<file path="config.mk">
export PLATFORM = sky130hd
export DESIGN_NAME = sliding_window_average
export DESIGN_NICKNAME = d
export VERILOG_FILES = /design/src/hdl/swa_pkg.sv /design/src/hdl/sliding_window_average.sv /design/src/hdl/swa_ram.sv /design/src/hdl/swa_div.sv /design/src/hdl/swa_ctrl.sv /design/src/hdl/swa_dp.sv
export SDC_FILE = /design/constraint.sdc
export NUM_CORES = 2
export LEC_CHECK = 0
export ABC_AREA = 0
export BUFFER_PORTS_ARGS = -buffer_cell sky130_fd_sc_hd__buf_4
export CAP_MARGIN = 5
export CORE_MARGIN = 10
export CORE_UTILIZATION = 45
export DETAILED_ROUTE_END_ITERATION = 8
export PLACE_DENSITY = 0.57
export SLEW_MARGIN = 10
export SYNTH_ARGS = -nofsm -noshare
export SYNTH_HDL_FRONTEND = slang
export SYNTH_SLANG_ARGS = --single-unit
</file>
<file path="constraint.sdc">
create_clock -name clk -period 4.6 [get_ports clk]
set_input_delay 0.92 -clock clk [delete_from_list [all_inputs] [get_ports clk]]
set_output_delay 0.92 -clock clk [all_outputs]
set_load 0.01 [all_outputs]
</file>
<file path="src/hdl/swa_pkg.sv">
// swa_pkg: shared types and constants for the sliding window average block
// payload structs, controller command and status structs
// no dependencies
package swa_pkg;

	localparam int SAMPLE_W = 16;
	localparam int WIN_W    = 7;

	typedef struct packed {
		logic signed [SAMPLE_W-1:0] sample;
		logic                       last;
	} swa_in_t;

	typedef struct packed {
		logic signed [SAMPLE_W-1:0] value;
		logic                       is_raw;
		logic                       end_of_run;
	} swa_out_t;

	typedef struct packed {
		logic capture;
		logic update;
		logic rp_init;
		logic div_start;
		logic emit_pass;
		logic emit_avg;
		logic rp_rd;
		logic rp_emit;
		logic clear;
	} swa_cmd_t;

	typedef struct packed {
		logic w_zero;
		logic full_after;
		logic last;
		logic div_done;
		logic rp_done;
		logic out_free;
	} swa_status_t;

endpackage

</file>
<file path="src/hdl/sliding_window_average.sv">
// sliding_window_average: boxcar moving average over a stream of signed samples
// top level joining the controller and the datapath
// depends on swa_pkg, swa_ctrl, swa_dp
//
// Usage:
//   in channel (in_valid/in_ready/in_item) carries a sample and a last flag;
//   out channel (out_valid/out_ready/out_item) carries value, is_raw, end_of_run.
//   cfg_we/cfg_wdata write the window length; the running sequence is dropped.
// Operation:
//   one item is worked on at a time. A window of zero passes an item straight
//   through. While the window fills an item gives no result. With the window
//   full each item starts the bit-serial divider that forms sum / window.
//   A short sequence closed by last replays its samples, oldest first,
//   one delay line read per result.
// Reset:
//   window length is 1, sum, count and write pointer are zero, no result is held.
// Stalls:
//   a finished result sits in the output register; the next item is accepted
//   meanwhile and its work stops only where it needs the output register.
module sliding_window_average #(
	parameter int MAX_WINDOW = 64
) (
	input  logic                      clk,
	input  logic                      arst_n,
	input  logic                      cfg_we,
	input  logic [swa_pkg::WIN_W-1:0] cfg_wdata,
	input  logic                      in_valid,
	output logic                      in_ready,
	input  swa_pkg::swa_in_t          in_item,
	output logic                      out_valid,
	input  logic                      out_ready,
	output swa_pkg::swa_out_t         out_item
);
	import swa_pkg::*;

	swa_cmd_t    cmd;
	swa_status_t status;

	swa_ctrl u_ctrl (
		.clk      (clk),
		.arst_n   (arst_n),
		.in_valid (in_valid),
		.in_ready (in_ready),
		.status   (status),
		.cmd      (cmd)
	);

	swa_dp #(
		.MAX_WINDOW (MAX_WINDOW)
	) u_dp (
		.clk       (clk),
		.arst_n    (arst_n),
		.cfg_we    (cfg_we),
		.cfg_wdata (cfg_wdata),
		.in_item   (in_item),
		.cmd       (cmd),
		.status    (status),
		.out_valid (out_valid),
		.out_ready (out_ready),
		.out_item  (out_item)
	);

endmodule

</file>
<file path="src/hdl/swa_ram.sv">
// swa_ram: generic single write port, single read port memory
// registered read data, no reset on storage
// no dependencies
module swa_ram #(
	parameter int WIDTH = 16,
	parameter int DEPTH = 64
) (
	input  logic                     clk,
	input  logic                     wr_en,
	input  logic [$clog2(DEPTH)-1:0] wr_addr,
	input  logic [WIDTH-1:0]         wr_data,
	input  logic                     rd_en,
	input  logic [$clog2(DEPTH)-1:0] rd_addr,
	output logic [WIDTH-1:0]         rd_data
);

	logic [WIDTH-1:0] mem_q [DEPTH];

	always_ff @(posedge clk) begin
		if (wr_en) begin
			mem_q[wr_addr] <= wr_data;
		end
		if (rd_en) begin
			rd_data <= mem_q[rd_addr];
		end
	end

endmodule

</file>
<file path="src/hdl/swa_div.sv">
// swa_div: iterative signed by unsigned divider, one quotient bit per cycle
// truncates toward zero; result narrowed to the sample width
// depends on swa_pkg
module swa_div #(
	parameter int SUM_W = 22,
	parameter int CNT_W = 7
) (
	input  logic                            clk,
	input  logic                            arst_n,
	input  logic                            start,
	input  logic signed [SUM_W-1:0]         dividend,
	input  logic [CNT_W-1:0]                divisor,
	output logic                            done,
	output logic signed [swa_pkg::SAMPLE_W-1:0] quotient
);
	import swa_pkg::*;

	localparam int ITER_W = $clog2(SUM_W + 1);

	logic [CNT_W:0]    rem_q;
	logic [SUM_W-1:0]  quo_q;
	logic [CNT_W-1:0]  dvs_q;
	logic [ITER_W-1:0] cnt_q;
	logic              neg_q;
	logic              busy_q;
	logic              done_q;

	logic [CNT_W:0]    rem_shift;
	logic              qbit;
	logic [CNT_W:0]    rem_next;
	logic [SUM_W-1:0]  quo_signed;

	always_comb begin
		rem_shift = {rem_q[CNT_W-1:0], quo_q[SUM_W-1]};
		qbit      = rem_shift >= {1'b0, dvs_q};
		rem_next  = qbit ? (rem_shift - {1'b0, dvs_q}) : rem_shift;
		quo_signed = neg_q ? (~quo_q + 1'b1) : quo_q;
	end

	assign done     = done_q;
	assign quotient = quo_signed[SAMPLE_W-1:0];

	always_ff @(posedge clk or negedge arst_n) begin
		if (!arst_n) begin
			busy_q <= 1'b0;
			done_q <= 1'b0;
			cnt_q  <= '0;
		end else if (start) begin
			busy_q <= 1'b1;
			done_q <= 1'b0;
			cnt_q  <= ITER_W'(SUM_W);
		end else if (busy_q) begin
			cnt_q <= cnt_q - 1'b1;
			if (cnt_q == ITER_W'(1)) begin
				busy_q <= 1'b0;
				done_q <= 1'b1;
			end
		end
	end

	always_ff @(posedge clk) begin
		if (start) begin
			rem_q <= '0;
			neg_q <= dividend[SUM_W-1];
			dvs_q <= divisor;
			quo_q <= dividend[SUM_W-1] ? (~dividend + 1'b1) : dividend;
		end else if (busy_q) begin
			rem_q <= rem_next;
			quo_q <= {quo_q[SUM_W-2:0], qbit};
		end
	end

endmodule

</file>
<file path="src/hdl/swa_ctrl.sv">
// swa_ctrl: sequencing state machine for the sliding window average
// drives datapath commands from channel handshakes and datapath status
// depends on swa_pkg
module swa_ctrl (
	input  logic                 clk,
	input  logic                 arst_n,
	input  logic                 in_valid,
	output logic                 in_ready,
	input  swa_pkg::swa_status_t status,
	output swa_pkg::swa_cmd_t    cmd
);
	import swa_pkg::*;

	typedef enum logic [6:0] {
		ST_IDLE = 7'b0000001,
		ST_PASS = 7'b0000010,
		ST_UPD  = 7'b0000100,
		ST_DIVS = 7'b0001000,
		ST_DIV  = 7'b0010000,
		ST_RPA  = 7'b0100000,
		ST_RPE  = 7'b1000000
	} state_t;

	state_t state_q;
	state_t state_d;

	always_comb begin
		state_d  = state_q;
		cmd      = '0;
		in_ready = 1'b0;
		unique case (state_q)
			ST_IDLE: begin
				in_ready = 1'b1;
				if (in_valid) begin
					cmd.capture = 1'b1;
					state_d     = status.w_zero ? ST_PASS : ST_UPD;
				end
			end
			ST_PASS: begin
				if (status.out_free) begin
					cmd.emit_pass = 1'b1;
					cmd.clear     = status.last;
					state_d       = ST_IDLE;
				end
			end
			ST_UPD: begin
				cmd.update = 1'b1;
				if (status.full_after) begin
					state_d = ST_DIVS;
				end else if (status.last) begin
					cmd.rp_init = 1'b1;
					state_d     = ST_RPA;
				end else begin
					state_d = ST_IDLE;
				end
			end
			ST_DIVS: begin
				cmd.div_start = 1'b1;
				state_d       = ST_DIV;
			end
			ST_DIV: begin
				if (status.div_done && status.out_free) begin
					cmd.emit_avg = 1'b1;
					cmd.clear    = status.last;
					state_d      = ST_IDLE;
				end
			end
			ST_RPA: begin
				cmd.rp_rd = 1'b1;
				state_d   = ST_RPE;
			end
			ST_RPE: begin
				if (status.out_free) begin
					cmd.rp_emit = 1'b1;
					if (status.rp_done) begin
						cmd.clear = 1'b1;
						state_d   = ST_IDLE;
					end else begin
						state_d = ST_RPA;
					end
				end
			end
			default: begin
				state_d = ST_IDLE;
			end
		endcase
	end

	always_ff @(posedge clk or negedge arst_n) begin
		if (!arst_n) begin
			state_q <= ST_IDLE;
		end else begin
			state_q <= state_d;
		end
	end

endmodule

</file>
<file path="src/hdl/swa_dp.sv">
// swa_dp: datapath of the sliding window average
// window register, running sum, delay line memory, divider, output register
// depends on swa_pkg, swa_ram, swa_div
module swa_dp #(
	parameter int MAX_WINDOW = 64
) (
	input  logic                          clk,
	input  logic                          arst_n,
	input  logic                          cfg_we,
	input  logic [swa_pkg::WIN_W-1:0]     cfg_wdata,
	input  swa_pkg::swa_in_t              in_item,
	input  swa_pkg::swa_cmd_t             cmd,
	output swa_pkg::swa_status_t          status,
	output logic                          out_valid,
	input  logic                          out_ready,
	output swa_pkg::swa_out_t             out_item
);
	import swa_pkg::*;

	localparam int PTR_W = $clog2(MAX_WINDOW);
	localparam int CNT_W = $clog2(MAX_WINDOW + 1);
	localparam int SUM_W = SAMPLE_W + PTR_W;

	function automatic logic [PTR_W-1:0] sub_wrap(input logic [PTR_W-1:0] a,
	                                              input logic [CNT_W-1:0] b);
		logic [CNT_W:0] ae;
		logic [CNT_W:0] be;
		logic [CNT_W:0] r;
		ae = (CNT_W+1)'(a);
		be = (CNT_W+1)'(b);
		if (ae >= be) begin
			r = ae - be;
		end else begin
			r = ae + (CNT_W+1)'(MAX_WINDOW) - be;
		end
		return r[PTR_W-1:0];
	endfunction

	function automatic logic [PTR_W-1:0] add_wrap(input logic [PTR_W-1:0] a,
	                                              input logic [CNT_W-1:0] b);
		logic [CNT_W:0] r;
		r = (CNT_W+1)'(a) + (CNT_W+1)'(b);
		if (r >= (CNT_W+1)'(MAX_WINDOW)) begin
			r = r - (CNT_W+1)'(MAX_WINDOW);
		end
		return r[PTR_W-1:0];
	endfunction

	logic [WIN_W-1:0]           win_q;
	logic signed [SUM_W-1:0]    sum_q;
	logic [CNT_W-1:0]           seen_q;
	logic [PTR_W-1:0]           ptr_q;
	logic [CNT_W-1:0]           rp_idx_q;
	logic [SAMPLE_W-1:0]        sample_q;
	logic                       last_q;
	logic                       out_valid_q;
	swa_out_t                   out_q;

	logic [CNT_W-1:0]           w;
	logic                       full;
	logic [PTR_W-1:0]           old_idx;
	logic [PTR_W-1:0]           rp_addr;
	logic                       rp_done;
	logic [SAMPLE_W-1:0]        rd_data;
	logic signed [SUM_W-1:0]    sample_ext;
	logic signed [SUM_W-1:0]    old_ext;
	logic                       div_done;
	logic signed [SAMPLE_W-1:0] div_quo;
	logic                       out_free;

	always_comb begin
		w = (win_q > WIN_W'(MAX_WINDOW)) ? CNT_W'(MAX_WINDOW) : win_q[CNT_W-1:0];
		full       = seen_q >= w;
		old_idx    = sub_wrap(ptr_q, w);
		rp_addr    = add_wrap(sub_wrap(ptr_q, seen_q), rp_idx_q);
		rp_done    = ((CNT_W+1)'(rp_idx_q) + 1'b1) == (CNT_W+1)'(seen_q);
		sample_ext = {{(SUM_W-SAMPLE_W){sample_q[SAMPLE_W-1]}}, sample_q};
		old_ext    = {{(SUM_W-SAMPLE_W){rd_data[SAMPLE_W-1]}}, rd_data};
		out_free   = !out_valid_q || out_ready;
	end

	always_comb begin
		status.w_zero     = win_q == '0;
		status.full_after = full || (((CNT_W+1)'(seen_q) + 1'b1) >= (CNT_W+1)'(w));
		status.last       = last_q;
		status.div_done   = div_done;
		status.rp_done    = rp_done;
		status.out_free   = out_free;
	end

	swa_ram #(
		.WIDTH (SAMPLE_W),
		.DEPTH (MAX_WINDOW)
	) u_delay (
		.clk     (clk),
		.wr_en   (cmd.update),
		.wr_addr (ptr_q),
		.wr_data (sample_q),
		.rd_en   (cmd.capture | cmd.rp_rd),
		.rd_addr (cmd.capture ? old_idx : rp_addr),
		.rd_data (rd_data)
	);

	swa_div #(
		.SUM_W (SUM_W),
		.CNT_W (CNT_W)
	) u_div (
		.clk      (clk),
		.arst_n   (arst_n),
		.start    (cmd.div_start),
		.dividend (sum_q),
		.divisor  (w),
		.done     (div_done),
		.quotient (div_quo)
	);

	// window register and sequence state
	always_ff @(posedge clk or negedge arst_n) begin
		if (!arst_n) begin
			win_q  <= WIN_W'(1);
			sum_q  <= '0;
			seen_q <= '0;
			ptr_q  <= '0;
		end else if (cfg_we) begin
			win_q  <= cfg_wdata;
			sum_q  <= '0;
			seen_q <= '0;
			ptr_q  <= '0;
		end else if (cmd.clear) begin
			sum_q  <= '0;
			seen_q <= '0;
			ptr_q  <= '0;
		end else if (cmd.update) begin
			if (full) begin
				sum_q <= sum_q - old_ext + sample_ext;
			end else begin
				sum_q  <= sum_q + sample_ext;
				seen_q <= seen_q + 1'b1;
			end
			ptr_q <= (ptr_q == PTR_W'(MAX_WINDOW - 1)) ? '0 : ptr_q + 1'b1;
		end
	end

	always_ff @(posedge clk) begin
		if (cmd.capture) begin
			sample_q <= in_item.sample;
			last_q   <= in_item.last;
		end
		if (cmd.rp_init) begin
			rp_idx_q <= '0;
		end else if (cmd.rp_emit) begin
			rp_idx_q <= rp_idx_q + 1'b1;
		end
	end

	// output register
	always_ff @(posedge clk or negedge arst_n) begin
		if (!arst_n) begin
			out_valid_q <= 1'b0;
		end else if (cmd.emit_pass || cmd.emit_avg || cmd.rp_emit) begin
			out_valid_q <= 1'b1;
		end else if (out_ready) begin
			out_valid_q <= 1'b0;
		end
	end

	always_ff @(posedge clk) begin
		priority if (cmd.emit_pass) begin
			out_q.value      <= sample_q;
			out_q.is_raw     <= 1'b1;
			out_q.end_of_run <= last_q;
		end else if (cmd.emit_avg) begin
			out_q.value      <= div_quo;
			out_q.is_raw     <= 1'b0;
			out_q.end_of_run <= last_q;
		end else if (cmd.rp_emit) begin
			out_q.value      <= rd_data;
			out_q.is_raw     <= 1'b1;
			out_q.end_of_run <= rp_done;
		end else begin
			out_q <= out_q;
		end
	end

	assign out_valid = out_valid_q;
	assign out_item  = out_q;

endmodule

</file>
## Word-level counts from Yosys, hierarchy flattened

Memory sizes are Yosys's and may differ from the RTL's. A register that Yosys moved wholly into a read port is not among the register bits.
Cells that the tools add are included.

- Register bits: 136
- Bits in latches: 0
- RAM bits: 1024
- Bits in read-only memories: 0
- Bits of input ports: 29
- Output and inout port bits: 20
- Word-level logic and storage cells: 144
- Memories: 1

- $add $sub $neg: 19
- Multipliers: 0
- Div/mod/pow operators: 0
- Magnitude comparators: 7
- Eq/ne operators: 15
- Shift-type cells: 0
- Muxes and demuxes: 64
- Bitwise gates (word level): 3
- Reductions and logical operators: 16

Memories:

| memory | depth | width | rd ports | clocked after Yosys merged registers in | wr ports | RTL line | source |
|---|---|---|---|---|---|---|---|
| u_dp.u_delay.mem_q | 64 | 16 | 1 | 1 | 1 | swa_ram.sv:17 | `logic [WIDTH-1:0] mem_q [DEPTH];` |

Operator list:

| kind | number |
|---|---|
| 22-bit 2-to-1 mux | 7 |
| 7-bit 2-to-1 mux | 10 |
| 6-bit 2-to-1 mux | 11 |
| 18-bit 2-to-1 mux | 3 |
| 7-bit case mux with 7 select lines | 1 |
| 22-bit by 16-bit adder with 22-bit output | 2 |
| 1-bit 2-to-1 mux | 25 |
| 6-bit subtractor | 4 |
| 22-bit by 1-bit adder with 22-bit output, second input constant | 1 |
| 22-bit NOT | 1 |
| 22-bit by 16-bit subtractor with 22-bit output | 1 |
| 16-bit by 1-bit adder with 16-bit output, second input constant | 1 |
| 7-bit by 1-bit adder with 8-bit output, second input constant | 2 |
| 8-bit by 7-bit >= comparator with 1-bit output | 2 |
| 16-bit 2-to-1 mux | 1 |
| 16-bit NOT | 1 |
| 7-bit by 1-bit adder with 7-bit output, second input constant | 2 |
| 6-bit by 7-bit >= comparator with 1-bit output | 2 |
| 6-bit by 1-bit adder with 6-bit output, second input constant | 2 |
| 5-bit 2-to-1 mux | 2 |
| 6-bit by 7-bit adder with 8-bit output | 1 |
| 8-bit by 7-bit equality test with 1-bit output | 1 |
| 8-bit by 7-bit >= comparator with 1-bit output, second input constant | 1 |
| 2-bit nonzero test | 4 |
| other kinds (28) | 36 |

## Longest topological paths before layout

- Depth in word-level cells: 9
- Gate-level depth with buffers: 18
- Gate-level depth less buffers: 15

## Hierarchy

From an unflattened synthesis, not the netlist that was laid out.

- Cells, all modules: 3082
- Area total of the unflattened synthesis: 51480.6 µm²

Modules (own cells, without submodules):

| module | instances | cells each | area each (µm²) | sequential area each (µm²) |
|---|---|---|---|---|
| swa_ram | 1 | 1829 | 40202.3 | 31230.0 |
| swa_dp | 1 | 856 | 7587.3 | 2258.4 |
| swa_div | 1 | 336 | 3163.0 | 1216.2 |
| swa_ctrl | 1 | 61 | 528.0 | 176.4 |

## Worst setup path before layout

Ideal clock, no wire load.

- Kind: register -> register
- Start point: register u_dp.sample_q[1]
- End point: register u_dp.sum_q[21]
- Library setup time: 0.119 ns
- Arrival time: 4.167 ns
- Data required time: 4.481 ns
- Setup slack: 0.314 ns
- Cell stages (with the launch flop): 14
- Path buffers: 0
- Clock period less this slack: 4.286 ns
- Path through: edfxtp_1 -> inv_1 -> fa_1 -> inv_1 -> ha_1 -> a211oi_1 -> o21ai_0 -> a221oi_1 -> o21ai_0 -> a311o_1 -> xnor2_1 -> a21oi_1 -> o22ai_1 -> a21bo_2

- Cells in the longest elaborated chain, start to end: 5
- Elaborated cells between the ends (all ways): 6
- Those cells by class: 2 x add/sub; 4 x mux

Ends and longest elaborated chain:

| what | RTL line | source |
|---|---|---|
| from (decl) | swa_dp.sv:54 | `logic [SAMPLE_W-1:0] sample_q;` |
| from (signal assigned) | swa_dp.sv:146 | `sample_q <= in_item.sample;` |
| 22-bit by 16-bit adder with 22-bit output, on equally long branches | swa_dp.sv:137, swa_dp.sv:135 |  |
| 22-bit 2-to-1 mux * | swa_dp.sv:134 | `if (full) begin` |
| 22-bit 2-to-1 mux * | swa_dp.sv:133 | `end else if (cmd.update) begin` |
| 22-bit 2-to-1 mux * | swa_dp.sv:129 | `end else if (cmd.clear) begin` |
| 22-bit 2-to-1 mux * | swa_dp.sv:124 | `end else if (cfg_we) begin` |
| to (signal assigned) | swa_dp.sv:135 | `sum_q <= sum_q - old_ext + sample_ext;` |
| to (signal assigned) | swa_dp.sv:137 | `sum_q <= sum_q + sample_ext;` |
| to (decl) | swa_dp.sv:50 | `logic signed [SUM_W-1:0] sum_q;` |

Mark *: on every way between the ends. The rest lies on a longest branch, timed or not. The select of a mux whose other input is x is not followed.
A chain may end at the register's enable or synchronous reset.

## Worst setup path in the final report

- Start point: register u_dp.ptr_q[0]
- End point: register u_dp.u_delay.rd_data[1] (read register of u_dp.u_delay.mem_q) (data pin)

- Cells in the longest elaborated chain, start to end: 7
- Elaborated cells between the ends (all ways): 14
- Those cells by class: 7 x add/sub; 3 x order compare; 4 x mux

Ends and longest elaborated chain:

| what | RTL line | source |
|---|---|---|
| from (decl) | swa_dp.sv:52 | `logic [PTR_W-1:0] ptr_q;` |
| from (signal assigned) | swa_dp.sv:140 | `ptr_q <= (ptr_q == PTR_W'(MAX_WINDOW - 1)) ? '0 : ptr_q + 1'b1;` |
| 6-bit by 1-bit adder with 6-bit output | swa_dp.sv:34 | `r = ae + (CNT_W+1)'(MAX_WINDOW) - be;` |
| 6-bit subtractor | swa_dp.sv:34 |  |
| 6-bit 2-to-1 mux | swa_dp.sv:31 | `if (ae >= be) begin` |
| 6-bit by 7-bit adder with 8-bit output | swa_dp.sv:42 | `r = (CNT_W+1)'(a) + (CNT_W+1)'(b);` |
| 8-bit by 7-bit >= comparator with 1-bit output / 6-bit by 1-bit subtractor with 6-bit output (equally long branches) | swa_dp.sv:43, swa_dp.sv:44 |  |
| 6-bit 2-to-1 mux | swa_dp.sv:43 | `if (r >= (CNT_W+1)'(MAX_WINDOW)) begin` |
| 6-bit 2-to-1 mux * | swa_dp.sv:100 | `.rd_addr (cmd.capture ? old_idx : rp_addr),` |
| to (decl) | swa_ram.sv:14 | `output logic [WIDTH-1:0] rd_data` |

Mark *: on every way between the ends. The rest lies on a longest branch, timed or not.

==> results.py <==
metrics = {
    "worst_setup_path": {
        "cpPeakStageDelay_ns": 0.60,
        "crit_top_cell": "fa_1",
        "timing.rr.start": "u_dp.ptr_q[0]$_DFFE_PN0P_",
        "path_class": "reg -> reg",
        "start_kind": "register",
        "cpMaxStageDelayCell": "o21ai_0",
        "r2r_end": "u_dp.u_delay.rd_data[1]$_DFFE_PP_",
        "crit_chain": "inv_1, ha_1, fa_1, fa_1, mux2i_4, nor2_4, buf_12, buf_4, nand3_1, nand4_1, o21ai_0, o22ai_1, a221oi_2",
        "rr_worst_depth": 13,
        "rrSetupSlack_ns": 0.29,
        "cp.arrival_ns": 4.85,
        "worstPathRequired_ns": 5.15,
        "path_max_fanout": 16,
        "endpoint_kind": "register",
    },
    "pwr": {
        "powerDensity_mw_per_mm2": 685,
        "p_seq_share_pct": 33.2,
        "p_switching_mw": 15.7,
        "power.leakage_nw": 20.4,
        "ir_worst_vdd_uv": 530,
        "internal_power_mw": 23.9,
        "p_comb_share_pct": 43.0,
        "switching_share_pct": 39.6,
        "clkPwrFrac_pct": 23.8,
    },
    "logic_synthesis": {
        "synth_xor_area_share_pct": 1.86,
        "syn_area_per_cell_um2": 13.7,
        "synthAdderAreaFrac_pct": 3.16,
        "ys_seq_elements": 1176,
        "synth_top_cell_by_area": "edfxtp_1",
        "ys_seq_area_share_pct": 68.4,
        "synth_compound_area_share_pct": 8.50,
        "synth_common_cells": "edfxtp_1, nand2_1, a21oi_1, nand3_1, nor2_1",
        "synth-edff-count": 1104,
        "synth_ff_type": "edfxtp_1",
        "synth_top_area_share_pct": 65.0,
        "syn-cell-area_mm2": 0.0510,
        "synthMuxAreaShare_pct": 4.79,
        "synth_top_family_by_area": "simple AND/OR/NAND/NOR gates",
        "synth_cells": 3725,
        "yosys_warnings": 0,
        "yosys-top-cells-area": "edfxtp_1, nand2_1, mux4_2, dfrtp_1, ha_1",
        "synth_cell_types": 83,
        "syn-num-nets": 3867,
        "async_flop_share_pct": 4.85,
        "yosysMostFrequentCell": "edfxtp_1",
        "yosys.area_share.simple_pct": 10.2,
    },
    "cts": {
        "cts_root_buffer": "clkbuf_16",
        "cts_sinks": 1176,
        "cts_tree": "built",
        "cts_made_buffers": 120,
        "htree_num_levels": 3,
        "clk_path_buf_depth": 3,
        "path_clk_slew_ns": 0.06,
        "clock_latency_ns": 0.74,
        "holdBufCountCts": 0,
    },
    "min_path": {
        "min_path_type": "in -> async",
    },
    "placement": {
        "port_buffers": 48,
        "dp_hpwl_mm": 91.4,
        "gp_congestion": 0.863,
        "dp.cells": 5276,
        "place_ws_ns": 0.000132,
    },
    "sta": {
        "hold_viol_final": 0,
        "max_freq_ghz": 0.232,
        "grt_setup_unrepaired": "no",
        "period_minus_slack_ns": 4.31,
        "slew_viol_final": 0,
        "maxSlewHeadroom_pct": 20.7,
        "tns_ns": 0,
        "setup_violations": 0,
        "worst_pin_slew_ns": 1.19,
        "fin_crit_sh_pct": 93.6,
        "skew_ns": 0.0259,
        "finalWorstSetupSlack_ns": 0.295,
    },
    "grt": {
        "grt_pass1_wl_mm": 214,
        "grt_max_degree": 86,
        "antenna_found_initial": 10,
        "grt_pass1_vias": 31000,
        "grtUsageTotal_pct": 22.7,
        "overflow": 0,
    },
    "route": {
        "routed_wirelength_mm": 147,
        "vias_per_cell": 5.87,
        "drtIter0Drc": 4325,
        "antenna_left": 0,
        "first_pass_iters": 5,
        "routedWlPerCell_um": 26.7,
        "vias": 32300,
        "drc_errors": 0,
    },
    "floorplanning": {
        "fp.dieH_um": 357,
        "row_count": 123,
        "die_area_mm2": 0.127,
        "floorplan.initialDensity_pct": 45.3,
        "coreArea_mm2": 0.112,
        "die-width_um": 357,
        "io_pins": 49,
    },
    "layout": {
        "drive_above_1_share_pct": 13.5,
        "num-fill-cells": 9440,
        "nNetsFinal": 4040,
        "area_growth_pct": 13.4,
        "finalNonFillerCells": 5500,
    },
    "job": {
        "cap_violations": 0,
    },
    "outcome": {
        "status": "complete, no violations",
    },
}
[state kept, by name, summed over array words and instances, names as in the netlist, 16 cells and up]
name,cells
u_dp.out_item,18
u_dp.u_div.quo_q,22
u_dp.sum_q,22
u_dp.u_delay.mem_q,1024
u_dp.sample_q,16
u_dp.u_delay.rd_data,16
[how the worst max path moves through the flow]
stage	from	to	slack [ns]	cells past startpoint
floorplan	u_dp.sample_q[1]$_DFFE_PP_	u_dp.sum_q[21]$_DFFE_PN0P_	0.31	13
global route	u_dp.sample_q[5]$_DFFE_PP_	u_dp.sum_q[18]$_DFFE_PN0P_	0.14	11
global placement	in_valid	u_dp.u_delay.rd_data[6]$_DFFE_PP_	0.005	9
finish	u_dp.ptr_q[0]$_DFFE_PN0P_	u_dp.u_delay.rd_data[1]$_DFFE_PP_	0.29	13
detailed placement	in_valid	u_dp.u_delay.rd_data[6]$_DFFE_PP_	0.0001	9
CTS	u_ctrl.state_q[3]$_DFFE_PN0P_	u_dp.u_delay.rd_data[6]$_DFFE_PP_	0.14	9
[worst max-delay path: cells and delay by family (launching register included)]
family | cells | cell delay, ns
multiplexers | 1 | 0.56
buffers and inverters | 3 | 0.49
AND/OR/NAND/NOR | 3 | 0.40
AO/OA/AOI/OAI | 3 | 1.07
adder cells (fa/ha/maj) | 3 | 1.24
flip-flops | 1 | 0.34
[per-layer routing]
layer / track usage (%) / up-vias / share of wire [%]
li1: - / 14400 / -
met2: 35.7 / 1290 / 46
met5: 0 / - / 0.018
met4: 8.08 / 4 / 3.6
met1: 31.8 / 16400 / 42
met3: 3.79 / 257 / 7.6
[logic make-up (layout without fill, tap and decap cells)]
group,Yosys count,count (layout)
other cells,0,1
buf+inv,333,607
fa+ha+maj,113,113
simple gates,1190,1190
mux,152,152
flops,1176,1176
xor+xnor,108,108
compound gates,653,653
[cells in the final DEF, fill, tap and decap left out, types with 11 or more instances in the layout]
master | Yosys | routed
fa_1 | 26 | 26
a22o_1 | 12 | 12
nor2_1 | 155 | 141
o211ai_1 | 14 | 14
clkinv_2 | 0 | 23
a32o_1 | 12 | 12
xor2_1 | 47 | 47
clkbuf_1 | 108 | 33
nand2_1 | 688 | 687
dfxtp_1 | 15 | 15
a211oi_1 | 30 | 30
o21ai_0 | 120 | 120
and3_1 | 37 | 37
xnor2_1 | 61 | 61
nor2_2 | 0 | 11
nor3_1 | 20 | 20
a311oi_1 | 22 | 21
buf_4 | 16 | 229
ha_1 | 87 | 87
nand4_1 | 40 | 40
a21oi_1 | 164 | 162
nand3_1 | 164 | 164
buf_12 | 2 | 20
a21o_1 | 19 | 19
a31oi_1 | 50 | 49
clkinv_1 | 0 | 23
clkbuf_16 | 0 | 121
or3_1 | 15 | 15
a22oi_1 | 87 | 87
a32oi_1 | 29 | 29
mux4_2 | 72 | 72
dfrtp_1 | 55 | 55
mux2i_1 | 70 | 68
a221oi_1 | 22 | 22
inv_1 | 134 | 134
edfxtp_1 | 1104 | 1104
nor2b_1 | 19 | 19
[final cells by class]
type / instances / area, µm² / share of cell area, %
Sequential cell: 1176 / 34900 / 60.3
Multi-Input combinational cell: 2216 / 14600 / 25.3
Clock buffer: 160 / 3230 / 5.59
Timing Repair Buffer: 249 / 2120 / 3.66
Tap cell: 1500 / 1880 / 3.25
Clock inverter: 63 / 558 / 0.965
Inverter: 135 / 512 / 0.885
Antenna cell: 1 / 2.50 / 0.00433
[power groups by stage]
stage / registers, mW / logic, mW / clock network, mW
2_1_floorplan: 13.3 / 10.6 / 0
3_3_place_gp: 13.3 / 16.9 / 0
3_5_place_dp: 13.4 / 16.9 / 0
4_1_cts: 13.1 / 17.0 / 9.59
5_1_grt: 13.2 / 18.3 / 10.0
6_report: 13.1 / 17.0 / 9.44
[timing repair]
item	4_1_cts	5_1_grt
gates resized for setup	0	1
setup buffers	0	0
endpoints found under the setup margin	0	1
[per-stage QoR]
stage	hold slack [ns]	area, µm²	total power [mW]	utilization, %
after floorplan	0.458	51000	23.9	-
after global placement	0.481	54000	30.2	48.0
after detailed placement	0.478	54000	30.3	48.0
after CTS	0.316	57800	39.7	51.4
after global routing	0.344	57800	41.5	51.4
final	0.296	57800	39.6	51.4
Power figures use the tool's default switching activity.
